<file path="src/design/hufd_pkg.sv">
// ----------------------------------------------------------------------------
// hufd_pkg
// Shared types and constants of the Huffman tree loader and decoder.
// ----------------------------------------------------------------------------
package hufd_pkg;

    typedef enum logic [1:0] {
        OP_TOKEN  = 2'd0,
        OP_BIT    = 2'd1,
        OP_FINISH = 2'd2,
        OP_CLEAR  = 2'd3
    } op_t;

    typedef enum logic [2:0] {
        KIND_SYMBOL   = 3'd0,
        KIND_READY    = 3'd1,
        KIND_OK       = 3'd2,
        KIND_MISMATCH = 3'd3,
        KIND_OVERFLOW = 3'd4,
        KIND_NOTREE   = 3'd5
    } kind_t;

    // Serialized-tree byte that announces a leaf ('L').
    localparam logic [7:0] LEAF_MARK = 8'h4C;

    // Output queue sizing.
    localparam int OUT_DEPTH = 4;
    localparam int OUT_PTR_W = $clog2(OUT_DEPTH);
    localparam int OUT_CNT_W = $clog2(OUT_DEPTH + 1);

    // One result request; kind sits in the low bits.
    typedef struct packed {
        logic [7:0] symbol;
        kind_t      kind;
    } result_t;

    // Result produced by the tree loader for a token.
    typedef struct packed {
        logic  valid;
        kind_t kind;
    } load_res_t;

    // Tree status handed from the loader to the decoder.
    typedef struct packed {
        logic       complete;
        logic       root_leaf;
        logic [7:0] root_sym;
    } tree_stat_t;

endpackage

</file>
<file path="src/design/hufd_out_fifo.sv">
// ----------------------------------------------------------------------------
// hufd_out_fifo
// Small result queue that decouples the pipeline from the receiver.
// ----------------------------------------------------------------------------
module hufd_out_fifo (
    input  logic                              aclk,
    input  logic                              aresetn,
    input  logic                              push,
    input  hufd_pkg::result_t                 push_data,
    input  logic                              pop,
    output logic                              out_valid,
    output hufd_pkg::result_t                 out_data,
    output logic [hufd_pkg::OUT_CNT_W-1:0]    count
);

    hufd_pkg::result_t                   mem_reg [hufd_pkg::OUT_DEPTH];
    logic [hufd_pkg::OUT_PTR_W-1:0]      wr_ptr_reg, wr_ptr_next;
    logic [hufd_pkg::OUT_PTR_W-1:0]      rd_ptr_reg, rd_ptr_next;
    logic [hufd_pkg::OUT_CNT_W-1:0]      cnt_reg, cnt_next;

    always_comb begin
        wr_ptr_next = push ? wr_ptr_reg + hufd_pkg::OUT_PTR_W'(1) : wr_ptr_reg;
        rd_ptr_next = pop ? rd_ptr_reg + hufd_pkg::OUT_PTR_W'(1) : rd_ptr_reg;
        cnt_next    = cnt_reg + hufd_pkg::OUT_CNT_W'(push) - hufd_pkg::OUT_CNT_W'(pop);
    end

    always_ff @(posedge aclk) begin
        if (!aresetn) begin
            wr_ptr_reg <= '0;
            rd_ptr_reg <= '0;
            cnt_reg    <= '0;
        end else begin
            wr_ptr_reg <= wr_ptr_next;
            rd_ptr_reg <= rd_ptr_next;
            cnt_reg    <= cnt_next;
        end
    end

    always_ff @(posedge aclk) begin
        if (push) begin
            mem_reg[wr_ptr_reg] <= push_data;
        end
    end

    assign out_valid = cnt_reg != '0;
    assign out_data  = mem_reg[rd_ptr_reg];
    assign count     = cnt_reg;

endmodule

</file>
<file path="config.mk">
export PLATFORM = sky130hd
export DESIGN_NAME = hufd_out_fifo
export DESIGN_NICKNAME = d
export VERILOG_FILES = /design/src/design/hufd_pkg.sv /design/src/design/hufd_out_fifo.sv
export SDC_FILE = /design/constraint.sdc
export NUM_CORES = 1
export LEC_CHECK = 0
export BUFFER_PORTS_ARGS = -buffer_cell sky130_fd_sc_hd__buf_2
export CORE_ASPECT_RATIO = 0.75
export CORE_MARGIN = 8
export CORE_UTILIZATION = 35
export CTS_CLUSTER_DIAMETER = 60
export DETAILED_ROUTE_END_ITERATION = 8
export GPL_ROUTABILITY_DRIVEN = 0
export MAX_ROUTING_LAYER = met4
export PLACE_DENSITY = 0.55
export SLEW_MARGIN = 20
export SYNTH_ARGS = -nofsm -noshare
export SYNTH_HDL_FRONTEND = slang
export SYNTH_SLANG_ARGS = --single-unit
export TNS_END_PERCENT = 30
</file>
<file path="constraint.sdc">
create_clock -name aclk -period 2.2 [get_ports aclk]
set_clock_uncertainty 0.1 [all_clocks]
set_input_delay 0.44 -clock aclk [delete_from_list [all_inputs] [get_ports aclk]]
set_output_delay 0.44 -clock aclk [all_outputs]
set_load 0.02 [all_outputs]
</file>
==> out/metrics.cfg <==
[floorplanning]
start_util = 0.355
fp.dieArea_um2 = 8510
core_area_um2 = 5710
fp.dieW_um = 104
fp.dieH_um = 81.9
ios = 30
fp-row-count = 24

[final_layout]
design_area_um2 = 2380
fillers = 526
final_cell_count_no_fill = 217
num-nets-final = 161
largest_reg_flops = 44
drive_gt1_frac = 0.367
area_delta_synth_final_pct = 17.3
n_antenna_cell = 0

[clocking]
numCtsBuffers = 5
path_clk_slew_ps = 90
clock-sinks = 53
cts_tree = yes
cts-root-buf = clkbuf_8
clockBufferDepth = 2
insertion_delay_ps = 290
h-tree-depth = 2
hold_buffers = 0

[job]
max_cap_violations = 0

[synth]
ys.flop_type = edfxtp_1
syn_area_um2 = 2030
synth.most_common_cell = edfxtp_1
synth_top_area_frac = 0.652
synth.largest_area_cell = edfxtp_1
postSynthCellCount = 99
yosys_warnings = 0
ys_types = 18
async_flop_share = 0
synth-seq-cells = 53
yosys-top-cells-area = edfxtp_1, mux4_2, dfxtp_1
synth_edf_count = 44
seq_area_frac_synth = 0.741
ys_top_cells_by_count = edfxtp_1, mux4_2, dfxtp_1
syn_nets = 121
syn_avg_cell_area_um2 = 20.5

[timing]
period_share = 0.952
whs_ps = 264
finalMaxSlewViolations = 0
fin_crit_ps = 2090
tightest_slew_ps = 201
fmax_mhz = 478
setup_tns_ps = 0
setup_viol = 0
relSlewSlack = 0.866
fin_ws_ps = 107
final_hold_viol_count = 0
grt_setup_unrepaired = no

[placed_design]
dp_hpwl_um = 2350
dp_cells = 210
pre_cts_slack_ps = 143
dpl_cell_area_um2 = 2300
port_buffers = 29

[drt]
vias = 955
drtAntennaViolNets = 0
wirelength_um = 3310
detail_route.vias_per_cell = 4.40
drt_pass1_iterations = 4
route.detailed.drc = 0
wl_per_cell_um = 15.2
drt_first_iter_violations = 31

[worst_setup_path]
path_max_fanout = 11
startpoint_type = register
worstSetupPathType = register to output port
required_ps = 1660
critPathCaptureType = output port
arrival_ps = 1550

[worst_hold_path]
hold_class = input port to register

[global_route]
grtUsageMet3 = 0.0259
grt_most_used_layer = met2
grt_use_total = 0.0871
grt_pass1_vias = 1091
gr-usage-met2 = 0.149
grt_max_degree = 15
grt_pass1_wl_um = 5420
antenna_found_initial = 0
grt.met1_usage = 0.0929
overflow = 0

[power_and_ir_drop]
power_density_nw_per_um2 = 842
vdd.ir_drop.worst_mv = 0.304
p_leak_nw = 0.869

[status]
status = finished, final reports clean

cells in the final DEF (no fill, tap or decap), drive strengths merged:
cell type / count
ha: 6
fa: 1
dfxtp: 9
nor2: 5
buf: 35
or3: 1
nand3b: 1
xnor2: 2
inv: 7
xor3: 1
and2: 6
edfxtp: 44
a21oi: 1
clkbuf: 6
mux2i: 1
mux4: 11
a21bo: 1
clkinv: 1
metrics by stage:
stage / total power, W / utilization
final: 0.00200 / 0.417
after CTS: 0.00203 / 0.416
after global placement: 0.00154 / 0.403
after detailed placement: 0.00155 / 0.403
after floorplan: 0.00143 / -
after global routing: 0.00210 / 0.417
final timing paths:
check                              from                         end  slack [ps]  cells past startpoint
max                            register                out_data[10]         110                      3
min reg2reg  rd_ptr_reg[1]$_SDFFE_PN0P_  rd_ptr_reg[1]$_SDFFE_PN0P_         470                      2
min                       push_data[10]    mem_reg[1][10]$_DFFE_PP_         260                      1
max reg2reg         count[0]$_SDFF_PN0_         count[2]$_SDFF_PN0_         330                      7
power breakdown:
| group | internal (W) | switching, W | leakage, nW | total (W) |
|---|---|---|---|---|
| Clock | 0.000215 | 0.000269 | 0.0387 | 0.000484 |
| Sequential | 0.00115 | 0.0000262 | 0.479 | 0.00118 |
| Combinational | 0.000157 | 0.000184 | 0.352 | 0.000341 |
metal layers:
metal  share of wire  vias to the layer above
met2            0.50                       16
met5               0                        -
met4           0.017                        0
met1            0.45                      481
li1                -                      454
met3           0.031                        4
kinds of logic (layout without fill, tap and decap cells):
| family | Yosys count | count (layout) | synth area share |
|---|---|---|---|
| XOR/XNOR | 3 | 3 | 0.0204 |
| flip-flops | 53 | 53 | 0.741 |
| adder cells (fa/ha/maj) | 7 | 7 | 0.0469 |
| AND/OR/NAND/NOR | 13 | 13 | 0.0346 |
| buffers and inverters | 9 | 49 | 0.0210 |
| multiplexers | 12 | 12 | 0.129 |
| AO/OA/AOI/OAI | 2 | 2 | 0.00741 |
cell type report:
class | count | area, µm² | area share
tap | 78 | 97.6 | 0.0410
sequential | 53 | 1500 | 0.631
timing repair buffer | 35 | 194 | 0.0815
clock buffer | 6 | 72.6 | 0.0305
clock inverter | 1 | 3.75 | 0.00158
multi-input combinational | 37 | 483 | 0.203
inverter | 7 | 26.3 | 0.0110
what timing repair did:
item | CTS | global route
resized for setup | 0 | 1
endpoints found under the setup margin | 0 | 1
setup buffers | 0 | 0
critical path: stages, from the launching register on:
cell and delay [ps]:
dfxtp_1 330, buf_6 190, mux4_1 560, buf_2 170
Note: power is estimated with default switching activity, not from simulation.
