[config.mk]
export PLATFORM = sky130hd
export DESIGN_NAME = hufd_loader
export DESIGN_NICKNAME = d
export VERILOG_FILES = /design/src/design/hufd_pkg.sv /design/src/design/hufd_loader.sv
export SDC_FILE = /design/constraint.sdc
export NUM_CORES = 2
export LEC_CHECK = 0
export BUFFER_PORTS_ARGS = -buffer_cell sky130_fd_sc_hd__buf_4
export CAP_MARGIN = 20
export CORE_MARGIN = 3
export CORE_UTILIZATION = 60
export DETAILED_ROUTE_END_ITERATION = 8
export PLACE_DENSITY = 0.78
export SYNTH_ARGS = -nofsm -noshare
export SYNTH_HDL_FRONTEND = slang
export SYNTH_SLANG_ARGS = --single-unit
[constraint.sdc]
create_clock -name aclk -period 23.9 [get_ports aclk]
set_input_delay 1.195 -clock aclk [delete_from_list [all_inputs] [get_ports aclk]]
set_output_delay 1.195 -clock aclk [all_outputs]
set_load 0.02 [all_outputs]
[src/design/hufd_pkg.sv]
// ----------------------------------------------------------------------------
// hufd_pkg
// Shared types and constants of the Huffman tree loader and decoder.
// ----------------------------------------------------------------------------
package hufd_pkg;

    typedef enum logic [1:0] {
        OP_TOKEN  = 2'd0,
        OP_BIT    = 2'd1,
        OP_FINISH = 2'd2,
        OP_CLEAR  = 2'd3
    } op_t;

    typedef enum logic [2:0] {
        KIND_SYMBOL   = 3'd0,
        KIND_READY    = 3'd1,
        KIND_OK       = 3'd2,
        KIND_MISMATCH = 3'd3,
        KIND_OVERFLOW = 3'd4,
        KIND_NOTREE   = 3'd5
    } kind_t;

    // Serialized-tree byte that announces a leaf ('L').
    localparam logic [7:0] LEAF_MARK = 8'h4C;

    // Output queue sizing.
    localparam int OUT_DEPTH = 4;
    localparam int OUT_PTR_W = $clog2(OUT_DEPTH);
    localparam int OUT_CNT_W = $clog2(OUT_DEPTH + 1);

    // One result request; kind sits in the low bits.
    typedef struct packed {
        logic [7:0] symbol;
        kind_t      kind;
    } result_t;

    // Result produced by the tree loader for a token.
    typedef struct packed {
        logic  valid;
        kind_t kind;
    } load_res_t;

    // Tree status handed from the loader to the decoder.
    typedef struct packed {
        logic       complete;
        logic       root_leaf;
        logic [7:0] root_sym;
    } tree_stat_t;

endpackage

[src/design/hufd_loader.sv]
// ----------------------------------------------------------------------------
// hufd_loader
// Builds the tree from preorder tokens with a stack of pending parents; the
// top of stack is cached, deeper entries live in a memory.
// ----------------------------------------------------------------------------
module hufd_loader #(
    parameter int MAX_NODES   = 512,
    parameter int STACK_DEPTH = 256,
    parameter int NODE_W      = 9
) (
    input  logic                  aclk,
    input  logic                  aresetn,
    input  logic                  item_valid,
    input  hufd_pkg::op_t         item_op,
    input  logic [7:0]            item_token,
    output logic                  sym_we,
    output logic [NODE_W-1:0]     sym_waddr,
    output logic [8:0]            sym_wdata,
    output logic                  left_we,
    output logic                  right_we,
    output logic [NODE_W-1:0]     link_waddr,
    output logic [NODE_W-1:0]     link_wdata,
    output hufd_pkg::tree_stat_t  stat,
    output logic [NODE_W-1:0]     root_left,
    output logic [NODE_W-1:0]     root_right,
    output hufd_pkg::load_res_t   load_res
);

    localparam int CNT_W = $clog2(MAX_NODES + 1);
    localparam int STK_W = $clog2(STACK_DEPTH);
    localparam int LVL_W = $clog2(STACK_DEPTH + 1);

    logic [LVL_W-1:0]  level_reg, level_next;
    logic [CNT_W-1:0]  used_reg, used_next;
    logic              await_reg, await_next;
    logic              complete_reg, complete_next;
    logic              root_leaf_reg, root_leaf_next;
    logic [7:0]        root_sym_reg, root_sym_next;
    logic [NODE_W-1:0] root_left_reg, root_left_next;
    logic [NODE_W-1:0] root_right_reg, root_right_next;
    logic [NODE_W-1:0] top_par_reg, top_par_next;
    logic              top_rn_reg, top_rn_next;
    logic              top_mem_reg, top_mem_next;
    logic [NODE_W-1:0] stack_mem_reg [STACK_DEPTH];
    logic [NODE_W-1:0] stk_rd_reg;

    logic [NODE_W-1:0] top_par;
    logic              top_rn;
    logic [NODE_W-1:0] new_node;
    logic              node_full;
    logic              attach;
    logic              pop_now;
    logic [LVL_W-1:0]  level_after;
    logic [LVL_W-1:0]  level_m2;
    logic              stack_full;
    logic              stk_we;
    logic [STK_W-1:0]  stk_waddr;
    logic [STK_W-1:0]  stk_raddr;

    always_comb begin
        top_par     = top_mem_reg ? stk_rd_reg : top_par_reg;
        top_rn      = top_mem_reg || top_rn_reg;
        new_node    = used_reg[NODE_W-1:0];
        node_full   = used_reg >= CNT_W'(MAX_NODES);
        attach      = (used_reg != '0) && (level_reg != '0);
        pop_now     = attach && top_rn;
        level_after = level_reg - LVL_W'(pop_now);
        level_m2    = level_reg - LVL_W'(2);
        stack_full  = level_after >= LVL_W'(STACK_DEPTH);
        stk_waddr   = level_after[STK_W-1:0];
        stk_raddr   = level_m2[STK_W-1:0];
    end

    always_comb begin
        level_next      = level_reg;
        used_next       = used_reg;
        await_next      = await_reg;
        complete_next   = complete_reg;
        root_leaf_next  = root_leaf_reg;
        root_sym_next   = root_sym_reg;
        root_left_next  = root_left_reg;
        root_right_next = root_right_reg;
        top_par_next    = top_par;
        top_rn_next     = top_rn;
        top_mem_next    = 1'b0;
        stk_we          = 1'b0;
        sym_we          = 1'b0;
        sym_wdata       = '0;
        left_we         = 1'b0;
        right_we        = 1'b0;
        load_res        = '{valid: 1'b0, kind: hufd_pkg::KIND_SYMBOL};

        if (item_valid && item_op == hufd_pkg::OP_CLEAR) begin
            level_next     = '0;
            used_next      = '0;
            await_next     = 1'b0;
            complete_next  = 1'b0;
            root_leaf_next = 1'b0;
            top_rn_next    = 1'b0;
        end else if (item_valid && item_op == hufd_pkg::OP_TOKEN && !complete_reg) begin
            if (await_reg) begin
                // leaf symbol byte
                await_next = 1'b0;
                if (node_full) begin
                    load_res = '{valid: 1'b1, kind: hufd_pkg::KIND_OVERFLOW};
                end else begin
                    sym_we    = 1'b1;
                    sym_wdata = {1'b1, item_token};
                    used_next = used_reg + CNT_W'(1);
                    if (used_reg == '0) begin
                        root_leaf_next = 1'b1;
                        root_sym_next  = item_token;
                    end
                    if (attach) begin
                        if (!top_rn) begin
                            left_we     = 1'b1;
                            top_rn_next = 1'b1;
                            if (top_par == '0) begin
                                root_left_next = new_node;
                            end
                        end else begin
                            right_we   = 1'b1;
                            level_next = level_after;
                            if (top_par == '0) begin
                                root_right_next = new_node;
                            end
                            // fetch the new top from the stack memory
                            if (level_reg >= LVL_W'(2)) begin
                                top_mem_next = 1'b1;
                            end
                        end
                    end
                    if (level_after == '0) begin
                        complete_next = 1'b1;
                        load_res      = '{valid: 1'b1, kind: hufd_pkg::KIND_READY};
                    end
                end
            end else if (item_token == hufd_pkg::LEAF_MARK) begin
                await_next = 1'b1;
            end else if (node_full || stack_full) begin
                load_res = '{valid: 1'b1, kind: hufd_pkg::KIND_OVERFLOW};
            end else begin
                // internal node: attach, then push as new pending parent
                sym_we    = 1'b1;
                sym_wdata = '0;
                used_next = used_reg + CNT_W'(1);
                if (used_reg == '0) begin
                    root_leaf_next = 1'b0;
                end
                if (attach) begin
                    if (!top_rn) begin
                        left_we = 1'b1;
                        if (top_par == '0) begin
                            root_left_next = new_node;
                        end
                    end else begin
                        right_we = 1'b1;
                        if (top_par == '0) begin
                            root_right_next = new_node;
                        end
                    end
                end
                stk_we       = 1'b1;
                top_par_next = new_node;
                top_rn_next  = 1'b0;
                level_next   = level_after + LVL_W'(1);
            end
        end
    end

    always_ff @(posedge aclk) begin
        if (!aresetn) begin
            level_reg     <= '0;
            used_reg      <= '0;
            await_reg     <= 1'b0;
            complete_reg  <= 1'b0;
            root_leaf_reg <= 1'b0;
            top_rn_reg    <= 1'b0;
            top_mem_reg   <= 1'b0;
        end else begin
            level_reg     <= level_next;
            used_reg      <= used_next;
            await_reg     <= await_next;
            complete_reg  <= complete_next;
            root_leaf_reg <= root_leaf_next;
            top_rn_reg    <= top_rn_next;
            top_mem_reg   <= top_mem_next;
        end
    end

    always_ff @(posedge aclk) begin
        root_sym_reg   <= root_sym_next;
        root_left_reg  <= root_left_next;
        root_right_reg <= root_right_next;
        top_par_reg    <= top_par_next;
    end

    always_ff @(posedge aclk) begin
        if (stk_we) begin
            stack_mem_reg[stk_waddr] <= new_node;
        end
        stk_rd_reg <= stack_mem_reg[stk_raddr];
    end

    assign sym_waddr  = new_node;
    assign link_waddr = top_par;
    assign link_wdata = new_node;
    assign root_left  = root_left_reg;
    assign root_right = root_right_reg;
    assign stat       = '{complete: complete_reg, root_leaf: root_leaf_reg,
                          root_sym: root_sym_reg};

endmodule

==> impl_metrics.tcl <==
set metrics [dict create \
    status "finished clean" \
    netlist_area_um2 92500 \
    dr.pass1.iters 6 \
    cap_violations 0 \
    largest_reg_flops 2304 \
    dpl.hpwl_um 133000 \
    fillCellCount 8983 \
    final-hold-violation-count 0 \
    start_util 0.606 \
    rsz0062_at_grt "false" \
    io_buffers 82 \
    slew-limit-headroom 0.236 \
    synth_nets 4340 \
    cts_buffers 215 \
    die_y_um 399 \
    io_pins 84 \
    cp_cell_sequence "nor4_1, nand4b_1, nand2_1, nor2_1, ha_1, ha_1, or3b_4, or3_1, xnor2_4, nand2_1, or4_1, or2_1, a21oi_1, buf_4" \
    postRouteAntennaNets 0 \
    cp_data_arrival_time_ns 5.94 \
    wirelength_um 229000 \
    utilization 0.671 \
    fin_nets 4523 \
    post-place-cells 6312 \
    cts.clk_slew.worst_paths_ns 0.07 \
    vias 46800 \
    required_ns 22.71 \
    irDropWorstVdd_uv 66.5 \
    ys_types 67 \
    synth-seq-area-share 0.766 \
    crit_buf_inv 1 \
    final_area_um2 102000 \
    tightestPinTransition_ns 1.14 \
    cts_root_buf "clkbuf_16" \
    post_cts_resized 0 \
    crit_path_end_kind "output port" \
    synth_area_per_cell_um2 21.4 \
    ys.flop_type "edfxtp_1" \
    drive_gt1_frac 0.268 \
    synthCells 4317 \
    cpLargestDelayFamily "simple AND/OR/NAND/NOR gates" \
    std_cell_rows 143 \
    cp_max_fo 80 \
    final_common_cell "edfxtp_1" \
    final_cell_mix "edfxtp_1 (2330), mux4_2 (638), nor2_1 (327)" \
    placed_area_um2 95600 \
    powerDensity_nw_per_um2 79.5 \
    synth_warnings 0 \
    grt_first_pass_wirelength_um 332000 \
    synth_seq_cells 2372 \
    insertion_delay_ns 0.85 \
    grt_max_degree 171 \
    cts_sinks 2372 \
    synth-edff-count 2330 \
    post-route-period-util 0.299 \
    hold_path_class "flip-flop to flip-flop" \
    fmax_ghz 0.140 \
    grt_pass1_vias 46000 \
    die-area_um2 159000 \
    cts_tree "done" \
    p_leak_nw 30.0 \
    drt-initial-drc-count 7373 \
    grt_antenna_before_repair 8 \
    multi_input_area_um2 20400 \
    grt_usage 0.293 \
    slew_violations 0 \
    clock_skew_ns 0.0479 \
    final-setup-viol-count 0 \
    start_kind "flip-flop" \
    final_cells 6715 \
    place_congestion 0.905 \
    wire_per_inst_um 34.1 \
    cts_max_path_buffers 3 \
    slowest_delay_ns 1.04 \
    async_flop_share 0 \
    htree_levels 4 \
    slowest_stage "dfxtp_4" \
    seq_area_um2 70800 \
    vias_per_cell 6.97 \
    core_um2 153000 \
    cts_hold_buffers 0 \
    route.detailed.drc 0 \
    totalPowerFinal_mw 8.15 \
    crit_type "flip-flop to output port" \
    die_w_um 399 \
    min_period_ns 7.14 \
    area_growth_pct 10.8 \
    tns_ns 0 \
    cts_setup_buffers 0 \
    overflow 0 \
]
[layout make-up]
class | instances | share of cell area
clock buffers | 262 | 0.0551
flip-flops and latches | 2372 | 0.691
clock inverters | 137 | 0.0119
well taps | 2030 | 0.0248
diodes | 3 | 0.0000733
inverters | 23 | 0.000843
multi-input cells | 1663 | 0.199
repair buffers | 225 | 0.0170
[metrics by stage]
stage,worst slack [ns],hold slack [ns]
floorplan,15.49,0.462
global placement,17.35,0.512
detailed placement,17.41,0.527
CTS,16.86,0.489
global route,16.58,0.524
finish,16.76,0.546
[metal layers]
metal	global-route usage	routed length, µm
met1	0.417	81100
met2	0.444	108000
met3	0.0764	30100
met4	0.115	9860
met5	0	13
[cell usage after synthesis (all sizes together), types with 3 or more instances]
cell / n / area share
buf: 164 / 0.011
mux2i: 79 / 0.0085
dfxtp: 42 / 0.0091
a32o: 9 / 0.00097
or4: 9 / 0.00077
o22ai: 42 / 0.0028
a21oi: 44 / 0.0024
nand2b: 5 / 0.00034
nand4: 14 / 0.00095
a211oi: 11 / 0.00089
and3: 7 / 0.00047
or2: 5 / 0.00034
o221ai: 18 / 0.0017
a2111oi: 11 / 0.0010
nor2: 328 / 0.013
xor2: 15 / 0.0014
nand3: 18 / 0.0010
or4b: 3 / 0.00032
a22oi: 6 / 0.00049
inv: 22 / 0.00089
and2: 13 / 0.00088
o21ai: 7 / 0.00042
nor3b: 3 / 0.00024
nand2: 157 / 0.0065
xnor2: 17 / 0.0019
a31oi: 25 / 0.0017
nor3: 83 / 0.0047
edfxtp: 2330 / 0.76
ha: 10 / 0.0014
mux4: 638 / 0.16
nor2b: 4 / 0.00027
nor4: 7 / 0.00047
clkbuf: 95 / 0.0039
o21a: 4 / 0.00032
mux2: 27 / 0.0033
or3: 21 / 0.0014
[worst register-to-register path, cell delays in order (launching register included)]
cell	delay, ns
dfxtp_4	0.99
buf_4	0.84
buf_4	0.92
buf_12	0.78
buf_4	0.80
mux4_2	0.42
mux2_2	0.20
nor3_1	0.06
a2111oi_0	0.87
nand4_1	0.43
nor4_1	0.30
[power breakdown]
group	switching (mW)	leakage, nW	internal, mW
clock	1.51	3.36	1.86
combinational	0.160	6.07	0.0961
sequential	0.0121	20.6	4.51
[cell families (layout without fill, tap and decap cells)]
family          count (synthesis)  after routing  share of synthesized area
fa+ha+maj                      10             10                    0.00135
other cells                     1              4                  0.0000405
xor+xnor                       32             32                    0.00331
simple gates                  686            686                     0.0329
mux                           744            744                      0.167
buf+inv                       282            647                     0.0157
flops                        2372           2372                      0.766
compound gates                190            190                     0.0140
[final timing paths]
check                start            end  slack (ns)  cells past startpoint
min reg2reg  root_leaf_reg  root_leaf_reg        0.55                      2
max reg2reg   level_reg[0]  stk_rd_reg[7]       17.21                     10
min          root_leaf_reg  root_leaf_reg        0.55                      2
max            used_reg[5]    load_res[3]       16.76                     14
(Power assumes the default switching activity.)
