===== src/design/hufd_pkg.sv =====
// ----------------------------------------------------------------------------
// hufd_pkg
// Shared types and constants of the Huffman tree loader and decoder.
// ----------------------------------------------------------------------------
package hufd_pkg;

    typedef enum logic [1:0] {
        OP_TOKEN  = 2'd0,
        OP_BIT    = 2'd1,
        OP_FINISH = 2'd2,
        OP_CLEAR  = 2'd3
    } op_t;

    typedef enum logic [2:0] {
        KIND_SYMBOL   = 3'd0,
        KIND_READY    = 3'd1,
        KIND_OK       = 3'd2,
        KIND_MISMATCH = 3'd3,
        KIND_OVERFLOW = 3'd4,
        KIND_NOTREE   = 3'd5
    } kind_t;

    // Serialized-tree byte that announces a leaf ('L').
    localparam logic [7:0] LEAF_MARK = 8'h4C;

    // Output queue sizing.
    localparam int OUT_DEPTH = 4;
    localparam int OUT_PTR_W = $clog2(OUT_DEPTH);
    localparam int OUT_CNT_W = $clog2(OUT_DEPTH + 1);

    // One result request; kind sits in the low bits.
    typedef struct packed {
        logic [7:0] symbol;
        kind_t      kind;
    } result_t;

    // Result produced by the tree loader for a token.
    typedef struct packed {
        logic  valid;
        kind_t kind;
    } load_res_t;

    // Tree status handed from the loader to the decoder.
    typedef struct packed {
        logic       complete;
        logic       root_leaf;
        logic [7:0] root_sym;
    } tree_stat_t;

endpackage


===== src/design/hufd_decoder.sv =====
// ----------------------------------------------------------------------------
// hufd_decoder
// Walks the tree one code bit per request. The child read is registered and
// resolved in the result stage, which also forwards the new cursor.
// ----------------------------------------------------------------------------
module hufd_decoder #(
    parameter int NODE_W = 9
) (
    input  logic                  aclk,
    input  logic                  aresetn,
    input  logic                  item_valid,
    input  hufd_pkg::op_t         item_op,
    input  logic                  item_bit,
    input  hufd_pkg::tree_stat_t  stat,
    input  logic [NODE_W-1:0]     root_left,
    input  logic [NODE_W-1:0]     root_right,
    input  hufd_pkg::load_res_t   load_res,
    input  logic                  rd_leaf,
    input  logic [7:0]            rd_sym,
    input  logic [NODE_W-1:0]     rd_left,
    input  logic [NODE_W-1:0]     rd_right,
    output logic [NODE_W-1:0]     nt_raddr,
    output logic                  r_valid,
    output logic                  push,
    output hufd_pkg::result_t     push_data
);

    logic              at_root_reg, at_root_next;
    logic [NODE_W-1:0] cur_left_reg, cur_left_next;
    logic [NODE_W-1:0] cur_right_reg, cur_right_next;
    logic              bits_seen_reg, bits_seen_next;
    logic              r_valid_reg, r_valid_next;
    logic              r_lookup_reg, r_lookup_next;
    hufd_pkg::kind_t   r_kind_reg, r_kind_next;
    logic [7:0]        r_sym_reg, r_sym_next;

    logic              eff_at_root;
    logic [NODE_W-1:0] eff_left;
    logic [NODE_W-1:0] eff_right;

    // Resolve the cursor: a pending lookup that hit a leaf returns to root.
    always_comb begin
        eff_at_root    = r_lookup_reg ? rd_leaf : at_root_reg;
        cur_left_next  = r_lookup_reg ? rd_left : cur_left_reg;
        cur_right_next = r_lookup_reg ? rd_right : cur_right_reg;
        eff_left       = eff_at_root ? root_left : cur_left_next;
        eff_right      = eff_at_root ? root_right : cur_right_next;
        nt_raddr       = item_bit ? eff_right : eff_left;
    end

    always_comb begin
        at_root_next   = eff_at_root;
        bits_seen_next = bits_seen_reg;
        r_valid_next   = 1'b0;
        r_lookup_next  = 1'b0;
        r_kind_next    = hufd_pkg::KIND_SYMBOL;
        r_sym_next     = '0;
        if (item_valid) begin
            case (item_op)
                hufd_pkg::OP_TOKEN: begin
                    r_valid_next = load_res.valid;
                    r_kind_next  = load_res.kind;
                end
                hufd_pkg::OP_BIT: begin
                    r_valid_next = 1'b1;
                    if (!stat.complete) begin
                        r_kind_next = hufd_pkg::KIND_NOTREE;
                    end else begin
                        bits_seen_next = 1'b1;
                        if (stat.root_leaf) begin
                            at_root_next = 1'b1;
                            r_sym_next   = stat.root_sym;
                        end else begin
                            r_lookup_next = 1'b1;
                        end
                    end
                end
                hufd_pkg::OP_FINISH: begin
                    r_valid_next = 1'b1;
                    if (!stat.complete) begin
                        r_kind_next = hufd_pkg::KIND_NOTREE;
                    end else begin
                        r_kind_next = (bits_seen_reg && eff_at_root) ?
                                      hufd_pkg::KIND_OK : hufd_pkg::KIND_MISMATCH;
                        at_root_next   = 1'b1;
                        bits_seen_next = 1'b0;
                    end
                end
                hufd_pkg::OP_CLEAR: begin
                    at_root_next   = 1'b1;
                    bits_seen_next = 1'b0;
                end
                default: begin
                    r_valid_next = 1'b0;
                end
            endcase
        end
    end

    always_ff @(posedge aclk) begin
        if (!aresetn) begin
            at_root_reg   <= 1'b1;
            bits_seen_reg <= 1'b0;
            r_valid_reg   <= 1'b0;
            r_lookup_reg  <= 1'b0;
        end else begin
            at_root_reg   <= at_root_next;
            bits_seen_reg <= bits_seen_next;
            r_valid_reg   <= r_valid_next;
            r_lookup_reg  <= r_lookup_next;
        end
    end

    always_ff @(posedge aclk) begin
        cur_left_reg  <= cur_left_next;
        cur_right_reg <= cur_right_next;
        r_kind_reg    <= r_kind_next;
        r_sym_reg     <= r_sym_next;
    end

    // A lookup emits only when the child is a leaf.
    assign r_valid          = r_valid_reg;
    assign push             = r_valid_reg && (!r_lookup_reg || rd_leaf);
    assign push_data.kind   = r_lookup_reg ? hufd_pkg::KIND_SYMBOL : r_kind_reg;
    assign push_data.symbol = r_lookup_reg ? rd_sym : r_sym_reg;

endmodule


===== config.mk =====
export PLATFORM = sky130hd
export DESIGN_NAME = hufd_decoder
export DESIGN_NICKNAME = d
export VERILOG_FILES = /design/src/design/hufd_pkg.sv /design/src/design/hufd_decoder.sv
export SDC_FILE = /design/constraint.sdc
export NUM_CORES = 1
export LEC_CHECK = 0
export BUFFER_PORTS_ARGS = -buffer_cell sky130_fd_sc_hd__buf_2
export CAP_MARGIN = 10
export CORE_MARGIN = 5
export CORE_UTILIZATION = 30
export CTS_BUF_LIST = sky130_fd_sc_hd__clkbuf_4 sky130_fd_sc_hd__clkbuf_8
export CTS_CLUSTER_SIZE = 10
export DETAILED_ROUTE_END_ITERATION = 8
export HOLD_SLACK_MARGIN = 0.15
export PLACE_DENSITY = 0.54
export SETUP_SLACK_MARGIN = 0.2
export SLEW_MARGIN = 20
export SYNTH_ARGS = -nofsm -noshare
export SYNTH_HDL_FRONTEND = slang
export SYNTH_SLANG_ARGS = --single-unit

===== constraint.sdc =====
create_clock -name aclk -period 4.5 [get_ports aclk]
set_input_delay 0.675 -clock aclk [delete_from_list [all_inputs] [get_ports aclk]]
set_output_delay 0.675 -clock aclk [all_outputs]
set_load 0.005 [all_outputs]

==> results of run 1 <==
==> logic make-up after synthesis <==
family                   Yosys count
buffers and inverters              9
multiplexers                      36
flip-flops                        33
adder cells (fa/ha/maj)            5
AND/OR/NAND/NOR                   25
AO/OA/AOI/OAI                     12
==> routing by layer <==
metal  wire (um)  share of wire (%)  track usage (%)
met1        1537                 43            13.19
met2        1648                 46            16.64
met3         357                 10            3.399
met4          42                1.2            4.983
met5           0                  0                0
==> synthesized netlist by cell type <==
| cell type | n | share of area (%) |
|---|---|---|
| mux2_2 | 10 | 7.2 |
| buf_2 | 2 | 0.64 |
| o21bai_1 | 1 | 0.48 |
| nor3_1 | 2 | 0.64 |
| nor2_1 | 3 | 0.72 |
| nor4b_1 | 1 | 0.56 |
| ha_1 | 5 | 4.0 |
| a31oi_1 | 1 | 0.40 |
| a21boi_0 | 2 | 0.96 |
| mux4_2 | 9 | 13 |
| and2_1 | 8 | 3.2 |
| a21oi_1 | 2 | 0.64 |
| nand2_1 | 5 | 1.2 |
| mux2i_1 | 1 | 0.64 |
| buf_6 | 2 | 1.4 |
| clkbuf_2 | 1 | 0.32 |
| nor2b_1 | 4 | 1.6 |
| o21ai_1 | 1 | 0.32 |
| a22oi_1 | 1 | 0.48 |
| inv_1 | 4 | 0.96 |
| a32oi_1 | 1 | 0.56 |
| nand3_1 | 1 | 0.32 |
| o21ai_0 | 1 | 0.32 |
| mux2_4 | 16 | 15 |
| nand2b_1 | 1 | 0.40 |
| o21a_1 | 1 | 0.48 |
| a21o_1 | 1 | 0.48 |
| dfxtp_1 | 33 | 42 |
==> area by class of cell <==
type,count,area [um^2]
clock inverter,1,5.005
timing repair buffer,87,437.9
tap,70,87.58
clock buffer,5,68.82
inverter,4,15.01
fill,501,2952
multi-input combinational,78,847.1
sequential,33,661.9
==> stage by stage <==
stage | hold WS (ns) | utilization [%] | instance area, um^2 | setup WS (ns)
3_5_place_dp | 0.4564 | 40.31 | 2046 | 1.591
6_report | 0.4678 | 41.84 | 2123 | 1.806
3_3_place_gp | 0.4518 | 40.31 | 2046 | 1.632
5_1_grt | 0.4796 | 41.84 | 2123 | 1.715
4_1_cts | 0.4715 | 41.77 | 2120 | 1.584
2_1_floorplan | 0.4443 | - | 1556 | 2.343
==> power groups by stage <==
stage	registers [mW]	clock network (mW)	logic (mW)
final	0.337	0.195	0.141
after global routing	0.341	0.221	0.156
after CTS	0.337	0.206	0.144
after detailed placement	0.344	0	0.143
after global placement	0.343	0	0.142
after floorplan	0.342	0	0.0916
==> layout by cell type (no fill, tap or decap), types with 2 or more instances in the layout <==
cell / instances
buf_2: 86
dfxtp_1: 32
mux2_4: 16
mux2_2: 10
mux4_2: 9
and2_1: 8
nand2_1: 5
ha_1: 5
clkbuf_8: 5
nor2b_1: 4
inv_1: 4
nor2_1: 3
a21boi_0: 2
a21oi_1: 2
nor3_1: 2
==> worst min-delay path by stage <==
stage	end	slack (ns)	cells after the start	from
after floorplan	cur_left_reg[1]	0.44	1	cur_left_reg[1]
after global placement	cur_right_reg[2]	0.45	1	cur_right_reg[2]
after detailed placement	cur_left_reg[3]	0.46	1	cur_left_reg[3]
after CTS	cur_left_reg[3]	0.47	1	cur_left_reg[3]
after global routing	cur_left_reg[3]	0.48	1	cur_left_reg[3]
final	cur_right_reg[0]	0.47	1	cur_right_reg[0]
==> summary.md, run 1 <==
| Metric | Value |
|---|---|
| Die width | `82.03 um` |
| Seq pwr share | `50.0%` |
| Psw | `0.1505 mW` |
| CP endpoint | `nt_raddr[8]` |
| Root buffer cell | `clkbuf_8` |
| Clock Sinks | `33` |
| Vias in the first global route | `1135` |
| Final nets | `279` |
| Gr ovfl total | `0` |
| Pwr Density | `317.5 nW/um^2` |
| Maximum level of the CTS H-tree | `2` |
| Fin. Hold Viols | `0` |
| Core Region | `5075 um^2` |
| Non-Filler Instances | `278` |
| Max Cap Viol | `0` |
| Synth Area in Compound Gates | `5.145%` |
| CP Data Required Time | `3.83 ns` |
| Vert. Die Dim | `82.03 um` |
| Crit end category | `primary output` |
| Reg clk slew, reported paths | `0.06 ns` |
| Total track usage | `10.63%` |
| Status | `finished, final reports clean` |
| Post-CTS sizing | `0` |
| Crit-path cells | `buf_4 -> mux2_2 -> mux4_2 -> buf_2` |
| Share of cells above drive strength 1 | `62.50%` |
| Synthesized flop and latch total | `33` |
| Routed vias | `1215` |
| Antenna diodes | `0` |
| DR iter-0 viols | `23` |
| Area Growth Syn to Fin | `36.42%` |
| Syn Nets | `190` |
| VDD IR max | `0.00009517 V` |
| Setup TNS Final | `0 ns` |
| CTS tree | `done` |
| Post-CTS Hold Fix Bufs | `0` |
| Final WL | `3586 um` |
| CTS Buf Count | `5` |
| Clk pwr share | `29.0%` |
| Synth Instances | `120` |
| Die footprint | `6729 um^2` |
| Max incr delay on CP | `0.46 ns` |
| RSZ-0062 raised after global routing | `no` |
| Post-synthesis simple-gate area fraction | `8.682%` |
| Sequential area share after synthesis | `42.44%` |
| Final setup vio count | `0` |
| Hpwl dp | `2904 um` |
| Capturing point of the worst reg2reg path | `r_kind_reg[0]` |
| Routability cong. | `0.7562` |
| Critical path class | `flop to primary output` |
| Design Power | `0.6741 mW` |
| Top delay family on crit path | `multiplexers` |
| Pin count of the biggest net entering global routing | `31` |
| Clock Tree Buf Depth | `2` |
| Number of cells on the critical path | `4` |
| Crit-path slowest cell | `mux4_2` |
| Largest family of logic cells by synthesized area | `multiplexers` |
| Reg2reg path depth | `3` |
| DP Cell Count | `272` |
| Yosys cell types | `28` |
| Routed Antenna Nets | `0` |
| Pins Over Slew Limit | `0` |
| Post-Synthesis Cell Area | `1556 um^2` |
| Mean post-synth cell area | `12.97 um^2` |
| Starting Density | `30.67%` |
| Drt pass-1 iters | `4` |
| Skew-Pair Late Insertion Delay | `0.27 ns` |
| Adder and majority gate portion of the synthesized area | `4.019%` |
| Crit share post-route | `59.87%` |
| Leak | `1.029 nW` |
| Fmax | `0.3712 GHz` |
| HP Class | `flop to flop` |
| Slew headroom | `52.03%` |
| Wirelength per Cell | `12.90 um` |
| Fraction of synthesized area in multiplexers | `36.33%` |
| Worst-Margin Slew | `0.7056 ns` |
| Ys Warns | `0` |
| Vias per cell | `4.371` |
| # rows | `26` |
| Crit path launch type | `flop` |
| Reg2Reg Setup Slack | `3.17 ns` |
| Drt drc | `0` |
| Port Buffers | `86` |
| Buf/Inv on CP | `2` |
| Antenna violations before repair | `0` |
| CP Max Fanout | `30` |
| # IOs | `87` |
| Global-route wire length before repair | `5292 um` |
| Worst Clk Skew | `0.005882 ns` |
| Post-CTS setup buffers | `0` |
| FF-to-FF Start | `r_lookup_reg` |
| Tmin final | `2.694 ns` |
| Comb pwr share | `21.0%` |
| Critical path arrival | `2.02 ns` |
| Crit path launch | `r_lookup_reg` |
| Switching Share | `22.33%` |
| Xor and xnor area share after synthesis | `0%` |
| Design internal power | `0.5236 mW` |
Note: power is estimated with default switching activity, not from simulation.
==> run 2, diff against run 1 <==
--- a/config.mk
+++ b/config.mk
@@ -5,6 +5,7 @@
 export SDC_FILE = /design/constraint.sdc
 export NUM_CORES = 1
 export LEC_CHECK = 0
+export ABC_AREA = 1
 export BUFFER_PORTS_ARGS = -buffer_cell sky130_fd_sc_hd__buf_2
 export CAP_MARGIN = 10
 export CORE_MARGIN = 5
@@ -13,7 +14,7 @@
 export CTS_CLUSTER_SIZE = 10
 export DETAILED_ROUTE_END_ITERATION = 8
 export HOLD_SLACK_MARGIN = 0.15
-export PLACE_DENSITY = 0.54
+export PLACE_DENSITY = 0.52
 export SETUP_SLACK_MARGIN = 0.2
 export SLEW_MARGIN = 20
 export SYNTH_ARGS = -nofsm -noshare
==> constraint.sdc (replaced) <==
create_clock -name aclk -period 2.64 [get_ports aclk]
set_input_delay 0.396 -clock aclk [delete_from_list [all_inputs] [get_ports aclk]]
set_output_delay 0.396 -clock aclk [all_outputs]
set_load 0.005 [all_outputs]
==> summary.md, run 2 <==
| Metric | Value |
|---|---|
| Status | `finished, final reports clean` |
| Post-CTS sizing | `0` |
| Pins Over Slew Limit | `0` |
| Maximum level of the CTS H-tree | `2` |
| CP Data Required Time | `2.24 ns` |
| Final nets | `446` |
| Commonest non-fill, non-tap cells in the layout | `nand2_1, buf_2, inv_1, dfxtp_1, nand3_1` |
| HP Class | `input port to flop` |
| Most frequent cell after synthesis | `nand2_1` |
| Clock Sinks | `33` |
| Leak | `1.456 nW` |
| Skew-Pair Late Insertion Delay | `0.28 ns` |
| DR iter-0 viols | `73` |
| Capturing point of the worst reg2reg path | `r_kind_reg[0]` |
| VDD IR max | `0.0002762 V` |
| CTS tree | `done` |
| Buf/Inv on CP | `3` |
| Area Growth Syn to Fin | `31.10%` |
| Port Buffers | `86` |
| Tmin final | `2.192 ns` |
| Die width | `88.12 um` |
| # IOs | `87` |
| Critical path arrival | `1.80 ns` |
| # rows | `28` |
| Synthesized flop and latch total | `33` |
| Design Power | `1.231 mW` |
| Mean post-synth cell area | `6.269 um^2` |
| Worst-Margin Slew | `0.3881 ns` |
| Antenna diodes | `0` |
| Final core utilization | `40.53%` |
| Synth Instances | `292` |
| Share of cells above drive strength 1 | `26.53%` |
| Origin of the worst min-delay path | `stat[7]` |
| FF-to-FF Start | `r_lookup_reg` |
| Ys Warns | `0` |
| Routed vias | `1884` |
| Wirelength per Cell | `10.49 um` |
| Fmax | `0.4561 GHz` |
| Clock Tree Buf Depth | `2` |
| Root buffer cell | `clkbuf_8` |
| Hpwl dp | `3597 um` |
| Worst Clk Skew | `0.008738 ns` |
| Synth cell count leaders | `nand2_1, inv_1, dfxtp_1` |
| Die footprint | `7764 um^2` |
| Crit-path cells | `buf_4 -> nand2_1 -> buf_4 -> nand3b_1 -> nand3_1 -> nand2_1 -> buf_2` |
| Yosys cell types | `21` |
| Pwr Density | `512.9 nW/um^2` |
| Antenna violations before repair | `1` |
| Reg2reg path depth | `6` |
| Post-CTS setup buffers | `0` |
| Reg clk slew, reported paths | `0.07 ns` |
| Top-area cell type share of the netlist area | `36.09%` |
| Vias per cell | `4.168` |
| Starting Density | `30.92%` |
| Setup TNS Final | `0 ns` |
| Sequential area share after synthesis | `36.09%` |
| Max incr delay on CP | `0.36 ns` |
| Number of cells on the critical path | `7` |
| Critical path class | `flop to primary output` |
| Final WL | `4741 um` |
| Crit end category | `primary output` |
| Post-CTS Hold Fix Bufs | `0` |
| Hold EP | `r_sym_reg[7]` |
| Reg2Reg Setup Slack | `1.15 ns` |
| Final setup vio count | `0` |
| Synth Flop Type | `dfxtp_1` |
| Drt pass-1 iters | `4` |
| Post-Synthesis Cell Area | `1831 um^2` |
| Vias in the first global route | `1751` |
| Global-route wire length before repair | `7914 um` |
| Hold depth | `3` |
| Crit share post-route | `83.04%` |
| Fin. Hold Viols | `0` |
| Largest cells by area after synthesis | `dfxtp_1, nand2_1, inv_1, nand3b_1, nand3_1` |
| CP Max Fanout | `41` |
| Vert. Die Dim | `88.12 um` |
| Routed Antenna Nets | `0` |
| Crit-path slowest cell | `buf_4` |
| CTS Buf Count | `5` |
| Number of flops mapped to enable cells by yosys | `0` |
| Core Region | `5921 um^2` |
| RSZ-0062 raised after global routing | `no` |
| Drt drc | `0` |
| # fillers | `654` |
| Syn Nets | `362` |
| Synth area leader | `dfxtp_1` |
| Routability cong. | `0.7870` |
| Ys async rst share | `0%` |
| Max Cap Viol | `0` |
| Slew headroom | `74.03%` |
| Pin count of the biggest net entering global routing | `42` |
| Total track usage | `12.91%` |
| Most common cell after layout, fill and taps aside | `nand2_1` |
| Top delay family on crit path | `buffers and inverters` |
| Crit path launch type | `flop` |
| Gr ovfl total | `0` |
[run 2: kinds of logic after synthesis]
logic type	count (synthesis)	share of synthesized area [%]
simple gates	162	39.10
buf+inv	75	16.47
flops	33	36.09
compound gates	17	4.922
fa+ha+maj	5	3.418
[run 2: worst reg2reg max path, delay by kind of cell (launching register included)]
kind | cells | cell delay [ns]
simple gates | 3 | 0.38
flops | 1 | 0.34
compound gates | 1 | 0.11
buf+inv | 2 | 0.60
[run 2: how the worst max path moves through the flow]
stage / startpoint / end / slack, ns
floorplan: item_bit / nt_raddr[0] / 1.15
global placement: r_lookup_reg / nt_raddr[4] / 0.69
detailed placement: r_lookup_reg / nt_raddr[4] / 0.63
CTS: r_lookup_reg / nt_raddr[4] / 0.32
global route: r_lookup_reg / nt_raddr[4] / 0.25
finish: r_lookup_reg / nt_raddr[4] / 0.45
[run 2: per-layer routing]
layer	GRT usage, %	wire (um)	part of all wire (%)	vias up
met3	4.986	555	12	4
met2	18.97	1877	40	69
met4	3.709	30	0.63	2
met1	17.58	2270	48	775
li1	-	-	-	1034
met5	0	7	0.15	-
[run 2: report_power, final]
part           internal (mW)  switching [mW]
Combinational          0.121           0.154
Clock                  0.182           0.187
Sequential             0.572          0.0150
Total                  0.876           0.355
[run 2: final cells by class]
cell class / instances / area, um^2 / area share, %
well taps: 75 / 93.84 / 3.910
flip-flops and latches: 33 / 660.6 / 27.53
clock inverters: 3 / 17.52 / 0.7299
multi-input cells: 184 / 873.3 / 36.39
inverters: 64 / 240.2 / 10.01
repair buffers: 88 / 445.4 / 18.56
clock buffers: 5 / 68.82 / 2.868
[run 2: stage by stage]
stage / hold slack, ns / cell area [um^2] / cells / setup slack, ns
floorplan: 0.4374 / 1831 / 292 / 1.155
global placement: 0.4510 / 2308 / 444 / 0.6862
detailed placement: 0.4603 / 2308 / 444 / 0.6263
CTS: 0.3084 / 2395 / 452 / 0.3174
global route: 0.3010 / 2400 / 452 / 0.2475
finish: 0.3201 / 2400 / 452 / 0.4477
